**src/design/tlafk_pkg.sv**
```systemverilog
// Shared types and constants for the two-link arm forward kinematics block.
// Holds the controller/datapath command and status words and the CORDIC arctangent table.
// No dependencies.
`default_nettype none

package tlafk_pkg;

  // field widths
  localparam int ANG_W      = 16;
  localparam int LEN_W      = 16;
  localparam int POS_W      = 18;
  localparam int CFG_IDX_W  = 8;
  localparam int CFG_DATA_W = 16;
  localparam int IN_DATA_W  = 32;
  localparam int OUT_DATA_W = 72;

  // cordic vector and angle width, Q2.30 and 2^32 units per turn
  localparam int VEC_W      = 32;
  localparam int STEP_IDX_W = 5;
  localparam int ATAN_LEN   = 24;
  localparam logic signed [VEC_W-1:0] GAIN_Q30 = 32'sd652032874;

  // products of a Q4.12 length and a Q2.30 vector value, and their sum
  localparam int PROD_W     = LEN_W + 1 + VEC_W;
  localparam int ACC_W      = PROD_W + 1;
  localparam int FRAC_SHIFT = 30;
  localparam logic signed [POS_W-1:0] POS_MAX = 18'sd131071;
  localparam logic signed [POS_W-1:0] POS_MIN = -18'sd131072;

  // configuration register indexes
  localparam logic [CFG_IDX_W-1:0] REG_FIRST_LEN   = 8'd0;
  localparam logic [CFG_IDX_W-1:0] REG_SECOND_LEN  = 8'd1;
  localparam logic [CFG_IDX_W-1:0] REG_FIRST_OFS   = 8'd2;
  localparam logic [CFG_IDX_W-1:0] REG_SECOND_OFS  = 8'd3;

  // reset values of the link lengths
  localparam logic [LEN_W-1:0] FIRST_LEN_RST  = 16'd7373;
  localparam logic [LEN_W-1:0] SECOND_LEN_RST = 16'd4096;

  // commands from controller to datapath
  typedef struct packed {
    logic                  capture;     // take input word, form offset angles
    logic                  store;       // remember the offset pair
    logic                  acc_clear;   // clear position sums
    logic                  cordic_load; // seed the rotation for the current run
    logic                  cordic_step; // one micro-rotation
    logic [STEP_IDX_W-1:0] step_idx;
    logic                  run_sel;     // 0: first link angle, 1: summed angle
    logic                  mul_x;       // length times cosine
    logic                  mul_y;       // add cosine product, length times sine
    logic                  acc_y;       // add sine product
    logic                  out_load;    // round, saturate and load output word
  } tlafk_cmd_t;

  // status from datapath to controller
  typedef struct packed {
    logic changed;   // offset pair differs from the stored one, or none stored
    logic out_free;  // output register can take a new word this cycle
  } tlafk_sts_t;

  // arctangent of 2^-i in units of 2^-32 turn
  function automatic logic signed [VEC_W-1:0] atan_lookup(input logic [STEP_IDX_W-1:0] idx);
    logic signed [VEC_W-1:0] v;
    unique case (idx)
      5'd0:  v = 32'sd536870912;
      5'd1:  v = 32'sd316933406;
      5'd2:  v = 32'sd167458907;
      5'd3:  v = 32'sd85004756;
      5'd4:  v = 32'sd42667331;
      5'd5:  v = 32'sd21354465;
      5'd6:  v = 32'sd10679838;
      5'd7:  v = 32'sd5340245;
      5'd8:  v = 32'sd2670163;
      5'd9:  v = 32'sd1335087;
      5'd10: v = 32'sd667544;
      5'd11: v = 32'sd333772;
      5'd12: v = 32'sd166886;
      5'd13: v = 32'sd83443;
      5'd14: v = 32'sd41722;
      5'd15: v = 32'sd20861;
      5'd16: v = 32'sd10430;
      5'd17: v = 32'sd5215;
      5'd18: v = 32'sd2608;
      5'd19: v = 32'sd1304;
      5'd20: v = 32'sd652;
      5'd21: v = 32'sd326;
      5'd22: v = 32'sd163;
      5'd23: v = 32'sd81;
      default: v = '0;
    endcase
    return v;
  endfunction

endpackage

`default_nettype wire

```
**src/design/tlafk_ctrl.sv**
```systemverilog
// Sequencer for the forward kinematics block: input handshake, change check,
// two CORDIC runs and the length multiplies. Depends on tlafk_pkg.
`default_nettype none

module tlafk_ctrl #(
  parameter int CORDIC_STEPS = 16
) (
  input  wire logic                 clk,
  input  wire logic                 rst_n,
  input  wire logic                 in_tvalid,
  output logic                      in_tready,
  input  wire tlafk_pkg::tlafk_sts_t sts,
  output tlafk_pkg::tlafk_cmd_t      cmd
);
  import tlafk_pkg::*;

  localparam int CNT_W = $clog2(CORDIC_STEPS);
  localparam logic [CNT_W-1:0] CNT_LAST = CNT_W'(CORDIC_STEPS - 1);

  // state codes
  localparam logic [2:0] S_IDLE  = 3'd0;
  localparam logic [2:0] S_CHECK = 3'd1;
  localparam logic [2:0] S_LOAD  = 3'd2;
  localparam logic [2:0] S_ROT   = 3'd3;
  localparam logic [2:0] S_MULX  = 3'd4;
  localparam logic [2:0] S_MULY  = 3'd5;
  localparam logic [2:0] S_ACCY  = 3'd6;
  localparam logic [2:0] S_DONE  = 3'd7;

  logic [2:0]       state_r, state_nxt;
  logic [CNT_W-1:0] cnt_r, cnt_nxt;
  logic             run_r, run_nxt;

  assign in_tready = (state_r == S_IDLE);

  // next state and commands
  always_comb begin
    state_nxt = state_r;
    cnt_nxt   = cnt_r;
    run_nxt   = run_r;
    cmd       = '0;
    cmd.run_sel  = run_r;
    cmd.step_idx = STEP_IDX_W'(cnt_r);
    unique case (state_r)
      S_IDLE: begin
        if (in_tvalid) begin
          cmd.capture = 1'b1;
          state_nxt   = S_CHECK;
        end
      end
      S_CHECK: begin
        if (sts.changed) begin
          cmd.store     = 1'b1;
          cmd.acc_clear = 1'b1;
          run_nxt       = 1'b0;
          state_nxt     = S_LOAD;
        end else begin
          state_nxt = S_IDLE;
        end
      end
      S_LOAD: begin
        cmd.cordic_load = 1'b1;
        cnt_nxt         = '0;
        state_nxt       = S_ROT;
      end
      S_ROT: begin
        cmd.cordic_step = 1'b1;
        if (cnt_r == CNT_LAST) begin
          state_nxt = S_MULX;
        end else begin
          cnt_nxt = cnt_r + 1'b1;
        end
      end
      S_MULX: begin
        cmd.mul_x = 1'b1;
        state_nxt = S_MULY;
      end
      S_MULY: begin
        cmd.mul_y = 1'b1;
        state_nxt = S_ACCY;
      end
      S_ACCY: begin
        cmd.acc_y = 1'b1;
        if (run_r) begin
          state_nxt = S_DONE;
        end else begin
          run_nxt   = 1'b1;
          state_nxt = S_LOAD;
        end
      end
      S_DONE: begin
        if (sts.out_free) begin
          cmd.out_load = 1'b1;
          state_nxt    = S_IDLE;
        end
      end
      default: state_nxt = S_IDLE;
    endcase
  end

  // state registers
  always_ff @(posedge clk) begin
    if (!rst_n) begin
      state_r <= S_IDLE;
      cnt_r   <= '0;
      run_r   <= 1'b0;
    end else begin
      state_r <= state_nxt;
      cnt_r   <= cnt_nxt;
      run_r   <= run_nxt;
    end
  end

  // an accepted word is always checked next
  a_accept_check: assert property (@(posedge clk) disable iff (!rst_n)
    (in_tvalid && in_tready) |=> (state_r == S_CHECK))
    else $error("accepted word not followed by change check");

  // last rotation step leads to the multiplies
  a_rot_end: assert property (@(posedge clk) disable iff (!rst_n)
    (state_r == S_ROT && cnt_r == CNT_LAST) |=> (state_r == S_MULX))
    else $error("rotation did not end after the last step");

  // datapath commands never overlap, apart from acc_clear, which comes with store
  a_cmd_excl: assert property (@(posedge clk) disable iff (!rst_n)
    $onehot0({cmd.capture, cmd.store, cmd.cordic_load, cmd.cordic_step,
              cmd.mul_x, cmd.mul_y, cmd.acc_y, cmd.out_load}))
    else $error("overlapping datapath commands");

endmodule

`default_nettype wire

```
**src/design/tlafk_dpath.sv**
```systemverilog
// Datapath for the forward kinematics block: configuration registers, stored
// angle pair, shared CORDIC rotator, length multiplier, sums and output register.
// Depends on tlafk_pkg.
`default_nettype none

module tlafk_dpath (
  input  wire logic                                 clk,
  input  wire logic                                 rst_n,
  input  wire logic                                 cfg_valid,
  input  wire logic [tlafk_pkg::CFG_IDX_W-1:0]      cfg_index,
  input  wire logic [tlafk_pkg::CFG_DATA_W-1:0]     cfg_data,
  input  wire logic [tlafk_pkg::IN_DATA_W-1:0]      in_tdata,
  output logic                                      out_tvalid,
  input  wire logic                                 out_tready,
  output logic [tlafk_pkg::OUT_DATA_W-1:0]          out_tdata,
  input  wire tlafk_pkg::tlafk_cmd_t                cmd,
  output tlafk_pkg::tlafk_sts_t                     sts
);
  import tlafk_pkg::*;

  // configuration
  logic [LEN_W-1:0] len1_r, len2_r;
  logic [ANG_W-1:0] ofs1_r, ofs2_r;

  // captured word and stored pair
  logic [ANG_W-1:0] a1_r, a2_r, r1_r, r2_r;
  logic [ANG_W-1:0] stored1_r, stored2_r;
  logic             pair_stored_r;

  // rotator
  logic signed [VEC_W-1:0] x_r, y_r, z_r;
  logic signed [VEC_W-1:0] x_nxt, y_nxt, z_nxt;
  logic                    flip_r;
  logic [ANG_W-1:0]        run_ang;
  logic [ANG_W-1:0]        fold_ang;
  logic                    fold;

  // multiply and sums
  logic signed [LEN_W:0]    mul_a;
  logic signed [VEC_W-1:0]  mul_b;
  logic signed [PROD_W-1:0] prod_r;
  logic signed [ACC_W-1:0]  acc_x_r, acc_y_r;
  logic signed [ACC_W-1:0]  addend;

  // output register
  logic                    out_valid_r;
  logic [ANG_W-1:0]        out_r1_r, out_r2_r;
  logic signed [POS_W-1:0] out_x_r, out_y_r;

  // round to Q.12 and saturate to the output range
  function automatic logic signed [POS_W-1:0] to_pos(input logic signed [ACC_W-1:0] acc);
    logic signed [ACC_W-1:0]            sum;
    logic signed [ACC_W-FRAC_SHIFT-1:0] q;
    sum = acc + (ACC_W'(1) <<< (FRAC_SHIFT - 1));
    q   = sum[ACC_W-1:FRAC_SHIFT];
    if (q > (ACC_W - FRAC_SHIFT)'(POS_MAX)) begin
      return POS_MAX;
    end else if (q < (ACC_W - FRAC_SHIFT)'(POS_MIN)) begin
      return POS_MIN;
    end
    return q[POS_W-1:0];
  endfunction

  // configuration writes, unknown indexes dropped
  always_ff @(posedge clk) begin
    if (!rst_n) begin
      len1_r <= FIRST_LEN_RST;
      len2_r <= SECOND_LEN_RST;
      ofs1_r <= '0;
      ofs2_r <= '0;
    end else if (cfg_valid) begin
      unique case (cfg_index)
        REG_FIRST_LEN:  len1_r <= cfg_data;
        REG_SECOND_LEN: len2_r <= cfg_data;
        REG_FIRST_OFS:  ofs1_r <= cfg_data;
        REG_SECOND_OFS: ofs2_r <= cfg_data;
        default: ;
      endcase
    end
  end

  // capture angles and form offset pair
  always_ff @(posedge clk) begin
    if (cmd.capture) begin
      a1_r <= in_tdata[ANG_W-1:0];
      a2_r <= in_tdata[2*ANG_W-1:ANG_W];
      r1_r <= in_tdata[ANG_W-1:0] + ofs1_r;
      r2_r <= in_tdata[2*ANG_W-1:ANG_W] + ofs2_r;
    end
  end

  // stored pair
  always_ff @(posedge clk) begin
    if (!rst_n) begin
      pair_stored_r <= 1'b0;
      stored1_r     <= '0;
      stored2_r     <= '0;
    end else if (cmd.store) begin
      pair_stored_r <= 1'b1;
      stored1_r     <= r1_r;
      stored2_r     <= r2_r;
    end
  end

  assign sts.changed  = !pair_stored_r || (r1_r != stored1_r) || (r2_r != stored2_r);
  assign sts.out_free = !out_valid_r || out_tready;

  // fold angle into a quarter turn either side of zero
  assign run_ang  = cmd.run_sel ? (a1_r + a2_r) : a1_r;
  assign fold     = run_ang[ANG_W-1] ^ run_ang[ANG_W-2];
  assign fold_ang = {run_ang[ANG_W-1] ^ fold, run_ang[ANG_W-2:0]};

  // one micro-rotation
  always_comb begin
    if (!z_r[VEC_W-1]) begin
      x_nxt = x_r - (y_r >>> cmd.step_idx);
      y_nxt = y_r + (x_r >>> cmd.step_idx);
      z_nxt = z_r - atan_lookup(cmd.step_idx);
    end else begin
      x_nxt = x_r + (y_r >>> cmd.step_idx);
      y_nxt = y_r - (x_r >>> cmd.step_idx);
      z_nxt = z_r + atan_lookup(cmd.step_idx);
    end
  end

  // rotator registers
  always_ff @(posedge clk) begin
    if (cmd.cordic_load) begin
      x_r    <= GAIN_Q30;
      y_r    <= '0;
      z_r    <= {fold_ang, {(VEC_W - ANG_W){1'b0}}};
      flip_r <= fold;
    end else if (cmd.cordic_step) begin
      x_r <= x_nxt;
      y_r <= y_nxt;
      z_r <= z_nxt;
    end
  end

  // length multiply, folded runs subtract instead of add
  assign mul_a  = $signed({1'b0, (cmd.run_sel ? len2_r : len1_r)});
  assign mul_b  = cmd.mul_y ? y_r : x_r;
  assign addend = flip_r ? -ACC_W'(prod_r) : ACC_W'(prod_r);

  always_ff @(posedge clk) begin
    if (cmd.mul_x || cmd.mul_y) begin
      prod_r <= mul_a * mul_b;
    end
  end

  // position sums
  always_ff @(posedge clk) begin
    if (cmd.acc_clear) begin
      acc_x_r <= '0;
      acc_y_r <= '0;
    end else if (cmd.mul_y) begin
      acc_x_r <= acc_x_r + addend;
    end else if (cmd.acc_y) begin
      acc_y_r <= acc_y_r + addend;
    end
  end

  // output register
  always_ff @(posedge clk) begin
    if (!rst_n) begin
      out_valid_r <= 1'b0;
    end else if (cmd.out_load) begin
      out_valid_r <= 1'b1;
    end else if (out_tready) begin
      out_valid_r <= 1'b0;
    end
  end

  always_ff @(posedge clk) begin
    if (cmd.out_load) begin
      out_r1_r <= r1_r;
      out_r2_r <= r2_r;
      out_x_r  <= to_pos(acc_x_r);
      out_y_r  <= to_pos(acc_y_r);
    end
  end

  assign out_tvalid = out_valid_r;
  assign out_tdata  = {{(OUT_DATA_W - 2*ANG_W - 2*POS_W){1'b0}},
                       out_y_r, out_x_r, out_r2_r, out_r1_r};

  // a new word never overwrites one still waiting
  a_no_overwrite: assert property (@(posedge clk) disable iff (!rst_n)
    cmd.out_load |-> (!out_valid_r || out_tready))
    else $error("output word overwritten before taken");

  // a stored pair suppresses an identical following pair
  a_store_then_same: assert property (@(posedge clk) disable iff (!rst_n)
    cmd.store |=> (pair_stored_r && !sts.changed))
    else $error("stored pair not seen as unchanged");

  // loading makes a word visible
  a_load_valid: assert property (@(posedge clk) disable iff (!rst_n)
    cmd.out_load |=> out_valid_r)
    else $error("loaded word not presented");

endmodule

`default_nettype wire

```
**src/design/two_link_arm_forward_kinematics.sv**
```systemverilog
// Top level of the two-link planar arm forward kinematics block.
// Joins the sequencer (tlafk_ctrl) and the datapath (tlafk_dpath); uses tlafk_pkg.
//
// Usage:
//   in_*   : joint angle words, tdata = {joint_angle_two, joint_angle_one}.
//   out_*  : result words, tdata = {pad, tip_y, tip_x, reported_angle_two,
//            reported_angle_one}. A word appears only when the offset angle
//            pair differs from the last stored pair, or for the first word.
//   cfg_*  : register writes (0 first link length, 1 second link length,
//            2 first angle offset, 3 second angle offset); cfg_ready is always
//            high, other indexes are dropped. Write only while the block is idle.
// Sequencing: a word whose pair is unchanged is checked and dropped, and then the next
//   can be taken. A changed pair makes two passes (first link angle, then summed angle),
//   each a load, the CORDIC steps and the two length multiplies, through the one shared
//   CORDIC rotator and the shared multiplier; no new word is accepted meanwhile.
//   The next word is taken the cycle after the result is loaded.
// Reset (rst_n low, synchronous) restores the register defaults, forgets the
//   stored pair and drops any pending result.
// A stalled receiver holds the result in the output register; the next
//   changed result waits until that word is taken.
`default_nettype none

module two_link_arm_forward_kinematics #(
  parameter int CORDIC_STEPS = 16
) (
  input  wire logic                                 clk,
  input  wire logic                                 rst_n,
  // joint_angle_one [15:0], joint_angle_two [31:16]
  input  wire logic [tlafk_pkg::IN_DATA_W-1:0]      in_tdata,
  input  wire logic                                 in_tvalid,
  output logic                                      in_tready,
  // reported_angle_one [15:0], reported_angle_two [31:16],
  // tip_x [49:32], tip_y [67:50], zero [71:68]
  output logic [tlafk_pkg::OUT_DATA_W-1:0]          out_tdata,
  output logic                                      out_tvalid,
  input  wire logic                                 out_tready,
  input  wire logic                                 cfg_valid,
  output logic                                      cfg_ready,
  input  wire logic [tlafk_pkg::CFG_IDX_W-1:0]      cfg_index,
  input  wire logic [tlafk_pkg::CFG_DATA_W-1:0]     cfg_data
);
  import tlafk_pkg::*;

  tlafk_cmd_t cmd;
  tlafk_sts_t sts;

  assign cfg_ready = 1'b1;

  tlafk_ctrl #(
    .CORDIC_STEPS(CORDIC_STEPS)
  ) u_ctrl (
    .clk       (clk),
    .rst_n     (rst_n),
    .in_tvalid (in_tvalid),
    .in_tready (in_tready),
    .sts       (sts),
    .cmd       (cmd)
  );

  tlafk_dpath u_dpath (
    .clk        (clk),
    .rst_n      (rst_n),
    .cfg_valid  (cfg_valid),
    .cfg_index  (cfg_index),
    .cfg_data   (cfg_data),
    .in_tdata   (in_tdata),
    .out_tvalid (out_tvalid),
    .out_tready (out_tready),
    .out_tdata  (out_tdata),
    .cmd        (cmd),
    .sts        (sts)
  );

endmodule

`default_nettype wire
```
**config.mk**
```make
export PLATFORM = sky130hd
export DESIGN_NAME = two_link_arm_forward_kinematics
export DESIGN_NICKNAME = d
export VERILOG_FILES = /design/src/design/tlafk_pkg.sv /design/src/design/tlafk_ctrl.sv /design/src/design/tlafk_dpath.sv /design/src/design/two_link_arm_forward_kinematics.sv
export SDC_FILE = /design/constraint.sdc
export NUM_CORES = 2
export LEC_CHECK = 0
export CAP_MARGIN = 20
export CORE_MARGIN = 2
export CORE_UTILIZATION = 45
export DETAILED_ROUTE_END_ITERATION = 12
export DONT_BUFFER_PORTS = 1
export GPL_TIMING_DRIVEN = 0
export RECOVER_POWER = 25
export SYNTH_ARGS = -nofsm -noshare
export SYNTH_HDL_FRONTEND = slang
export SYNTH_HIERARCHICAL = 1
export SYNTH_SLANG_ARGS = --single-unit
```
**constraint.sdc**
```tcl
create_clock -name clk -period 9.56 [get_ports clk]
set_clock_uncertainty 0.15 [all_clocks]
set_input_delay 0.956 -clock clk [delete_from_list [all_inputs] [get_ports clk]]
set_output_delay 0.956 -clock clk [all_outputs]
set_load 0.02 [all_outputs]
```
==> results.md <==
| Quantity | This run | Unit |
|---|---|---|
| Die ar. | 125,400 | um2 |
| H-tree lvl count | 3 | - |
| Slowest stage cell, crit path | mux2i_2 | - |
| Critical Path Source Type | flop | - |
| Endpoint class of the critical path | flop | - |
| Cell with the most instances after synthesis | inv_1 | - |
| Die height | 354.1 | um |
| Wire length of the first global-routing pass | 291,900 | um |
| Die width | 354.1 | um |
| Effective utilization at floorplan | 45.33 | % |
| Required time worst endpoint | 9810 | ps |
| Yosys warns | 6 | - |
| Leftover overflow at the end of global routing | 0 | - |
| Endpoint of the worst setup timing path | u_dpath/prod_r[47] | - |
| Area share of the largest cell type after synthesis | 18.03 | % |
| Maximum net fanout on the critical path | 10 | - |
| Wirelength, routed | 194,300 | um |
| Max Root-Sink Buffers | 3 | - |
| Predominant post-synthesis flop cell | dfxtp_1 | - |
| Seq/Total Area, Yosys | 21.15 | % |
| Worst reg2reg path startpoint | u_ctrl/state_r[0] | - |
| Post-route insts no fill | 8,028 | - |
| Number of vias per cell | 5.893 | - |
| Area delta synth->final | 8.663 | % |
| TritonCTS Buffers | 66 | - |
| Number of global-route vias before repair | 46,320 | - |
| Placeable Area | 121,700 | um2 |
| CTS root buf | clkbuf_16 | - |
| Cell type contributing the most total cell area after synthesis | fa_1 | - |
| Count of vias placed by the detailed router | 47,310 | - |
| Number of antenna violations at the first check in global routing | 8 | - |
| Worst hold path type | in2reg | - |
| Final slew viol count | 135 | - |
| Fraction of layout instances using a drive strength above 1 | 6.313 | % |
| Count of port buffers added during placement | 0 | - |
| Avg Inst Size Synth | 8.810 | um2 |
| Number of distinct library cell variants in the gate-level netlist after synthesis | 103 | - |
| Slew @ Worst Pin | 4131 | ps |
| Standard-cell rows | 128 | - |
| R2R cell count | 28 | - |
| Number of detailed-routing iterations run before antenna repair | 9 | - |
| Remaining max-slew budget at the tightest pin | -175.4 | % |
| Number of hold violations in the final report | 0 | - |
| Minimum clock period | 9289 | ps |
| Number of nets in the finished design | 7,268 | - |
| Iteration-0 DRC Markers | 4,600 | - |
| Number of buffers and inverters on the critical path | 7 | - |
| CTS clk-pin slew, worst paths | 70 | ps |
| Antenna Violating Nets Remaining | 0 | - |
| Half-perimeter wire length after placement | 156,000 | um |
| Outcome | finished, violations left | - |
| Max Fclk | 107.7 | MHz |
| Per-cell routed wire length | 24.21 | um |
| Share of flip-flops with an asynchronous set or reset after synthesis | 0 | % |
| Pin count of the biggest net entering global routing | 65 | - |
| Top cell by count, worst path | fa_1 | - |
| Cell types with the highest counts after synthesis | 701 x inv_1, 658 x nand2_1, 556 x nor2_1 | - |
| Startpoint of the worst hold path | in_tdata[29] | - |
| Number of maximum-capacitance constraint violations | 3 | - |
| EDFF count, synth | 198 | - |
| Total placed cells including tap cells | 7,905 | - |
| Top cell family by delay on the critical path | adder cells | - |
| Share of the clock period used by the worst path after layout | 97.16 | % |
| Number of register bits inferred by synthesis | 484 | - |
| I/O pin count | 136 | - |
| Dominant cells by area after synthesis | fa_1 18%, edfxtp_1 11%, dfxtp_1 10%, ha_1 8.3%, mux2i_1 4.9% | - |
| Failing checks | capacitance limit, slew limit | - |
| Post-Syn Instances | 6,262 | - |
| RR Endpoint | u_dpath/prod_r[47] | - |
| Total routing resource utilization after global routing | 30.74 | % |
| Weighted congestion reported at the end of routability-driven placement | 1.007 | - |
| TritonCTS clock tree | yes | - |
| RSZ-0062 raised after global routing | false | - |
| Slowest Stage Delay on Critical Path | 650 | ps |
| Worst setup path category | reg2reg | - |
| Critical path arrival | 9540 | ps |
| Post-route DRC | 0 | - |
| Clock sink count | 484 | - |
| Post-synth design cell area | 55,170 | um2 |
| Internal reg-to-reg setup slack | 270 | ps |
| Launch point of the worst path | u_ctrl/state_r[0] | - |
| Source-to-sink clock delay at the later pin of the worst-skew pair | 670 | ps |
| Number of cells on the critical path | 28 | - |
| Setup violators final | 0 | - |
-- layout by cell type (no fill, tap or decap), types with 69 or more instances in the layout --
cell type	instances
inv_1	701
nand2_1	658
nor2_1	555
fa_1	497
ha_1	364
a21oi_1	362
xnor2_1	289
dfxtp_1	286
mux2i_1	247
o21ai_0	236
edfxtp_1	198
clkbuf_1	193
a21o_1	157
xor2_1	137
nor2b_1	131
nand3_1	98
clkbuf_16	69
-- metal layers --
metal	GRT usage [%]	part of all wire, %
met1	43.11	43
met3	6.149	9.2
met5	0	0.022
met4	12.40	4.4
met2	46.43	43
-- per-stage QoR --
| stage | TNS, ps | setup slack [ps] | utilization [%] | hold WS [ps] | area, um2 |
|---|---|---|---|---|---|
| detailed placement | -17330 | -1699 | 47.17 | 297.6 | 57410 |
| global placement | -16390 | -1669 | 47.01 | 292.3 | 57210 |
| floorplan | 0 | 1035 | - | 285.6 | 55180 |
| global route | 0 | 10.46 | 49.25 | 209.1 | 59940 |
| CTS | 0 | 1.505 | 49.20 | 193.2 | 59880 |
| finish | 0 | 271.3 | 49.25 | 233.6 | 59950 |
-- cell families after synthesis --
kind of cell               synth area share, %
muxes                                    8.643
DFF                                      21.15
other                                  0.02041
and+or+nand+nor                          15.38
buffers and inverters                    7.069
AOI/OAI and AO/OA                        14.64
adders and majority gates                26.29
xor gates and xnor gates                 6.804
-- flip-flops by register name (all words and copies together), names as in the netlist, 3 cells and up --
name               cells
u_dpath/out_r1_r      16
u_dpath/len1_r        16
u_dpath/r1_r          16
u_dpath/r2_r          16
u_dpath/y_r           32
u_dpath/out_x_r       18
u_dpath/out_r2_r      16
u_dpath/ofs2_r        16
u_dpath/a1_r          16
u_ctrl/state_r         3
u_dpath/out_y_r       18
u_dpath/x_r           32
u_dpath/stored1_r     16
u_dpath/acc_x_r       50
u_dpath/stored2_r     16
u_dpath/z_r           32
u_dpath/a2_r          16
u_ctrl/cnt_r           4
u_dpath/acc_y_r       50
u_dpath/len2_r        16
u_dpath/ofs1_r        16
u_dpath/prod_r        49
-- worst min-delay path by stage --
stage,to,depth (start not counted)
3_5_place_dp,u_dpath/acc_y_r[4],2
3_3_place_gp,u_dpath/acc_y_r[4],2
2_1_floorplan,u_dpath/acc_y_r[3],2
6_report,u_dpath/a2_r[13],0
4_1_cts,u_dpath/a1_r[0],0
5_1_grt,u_dpath/a2_r[13],0
-- what timing repair did --
action | 4_1_cts | 5_1_grt
hold buffers | 0 | 0
pin swaps | 0 | 0
buffers inserted | 0 | 2
setup endpoints to repair | 24 | 8
gates resized for setup | 58 | 62
-- worst reg2reg max path: cells and delay by family (launching register included) --
family | cells | cell delay [ps]
mux | 1 | 660
buf+inv | 7 | 1030
flops | 1 | 310
xor+xnor | 1 | 140
compound gates | 9 | 2160
fa+ha+maj | 7 | 3380
simple gates | 3 | 1190
-- cell type report --
cell class / count / area [um2]
tap: 1625 / 2033
clock inverter: 37 / 435.4
clock buffer: 85 / 1837
multi-input combinational: 4786 / 39880
inverter: 706 / 2650
sequential: 484 / 11670
fill: 11700 / 61770
buffer: 284 / 1290
timing repair buffer: 18 / 143.9
antenna: 3 / 7.507
Power is left out: the tool's default activity adds up to more than one toggle a clock period on the data nets, which glitch-free logic cannot reach.
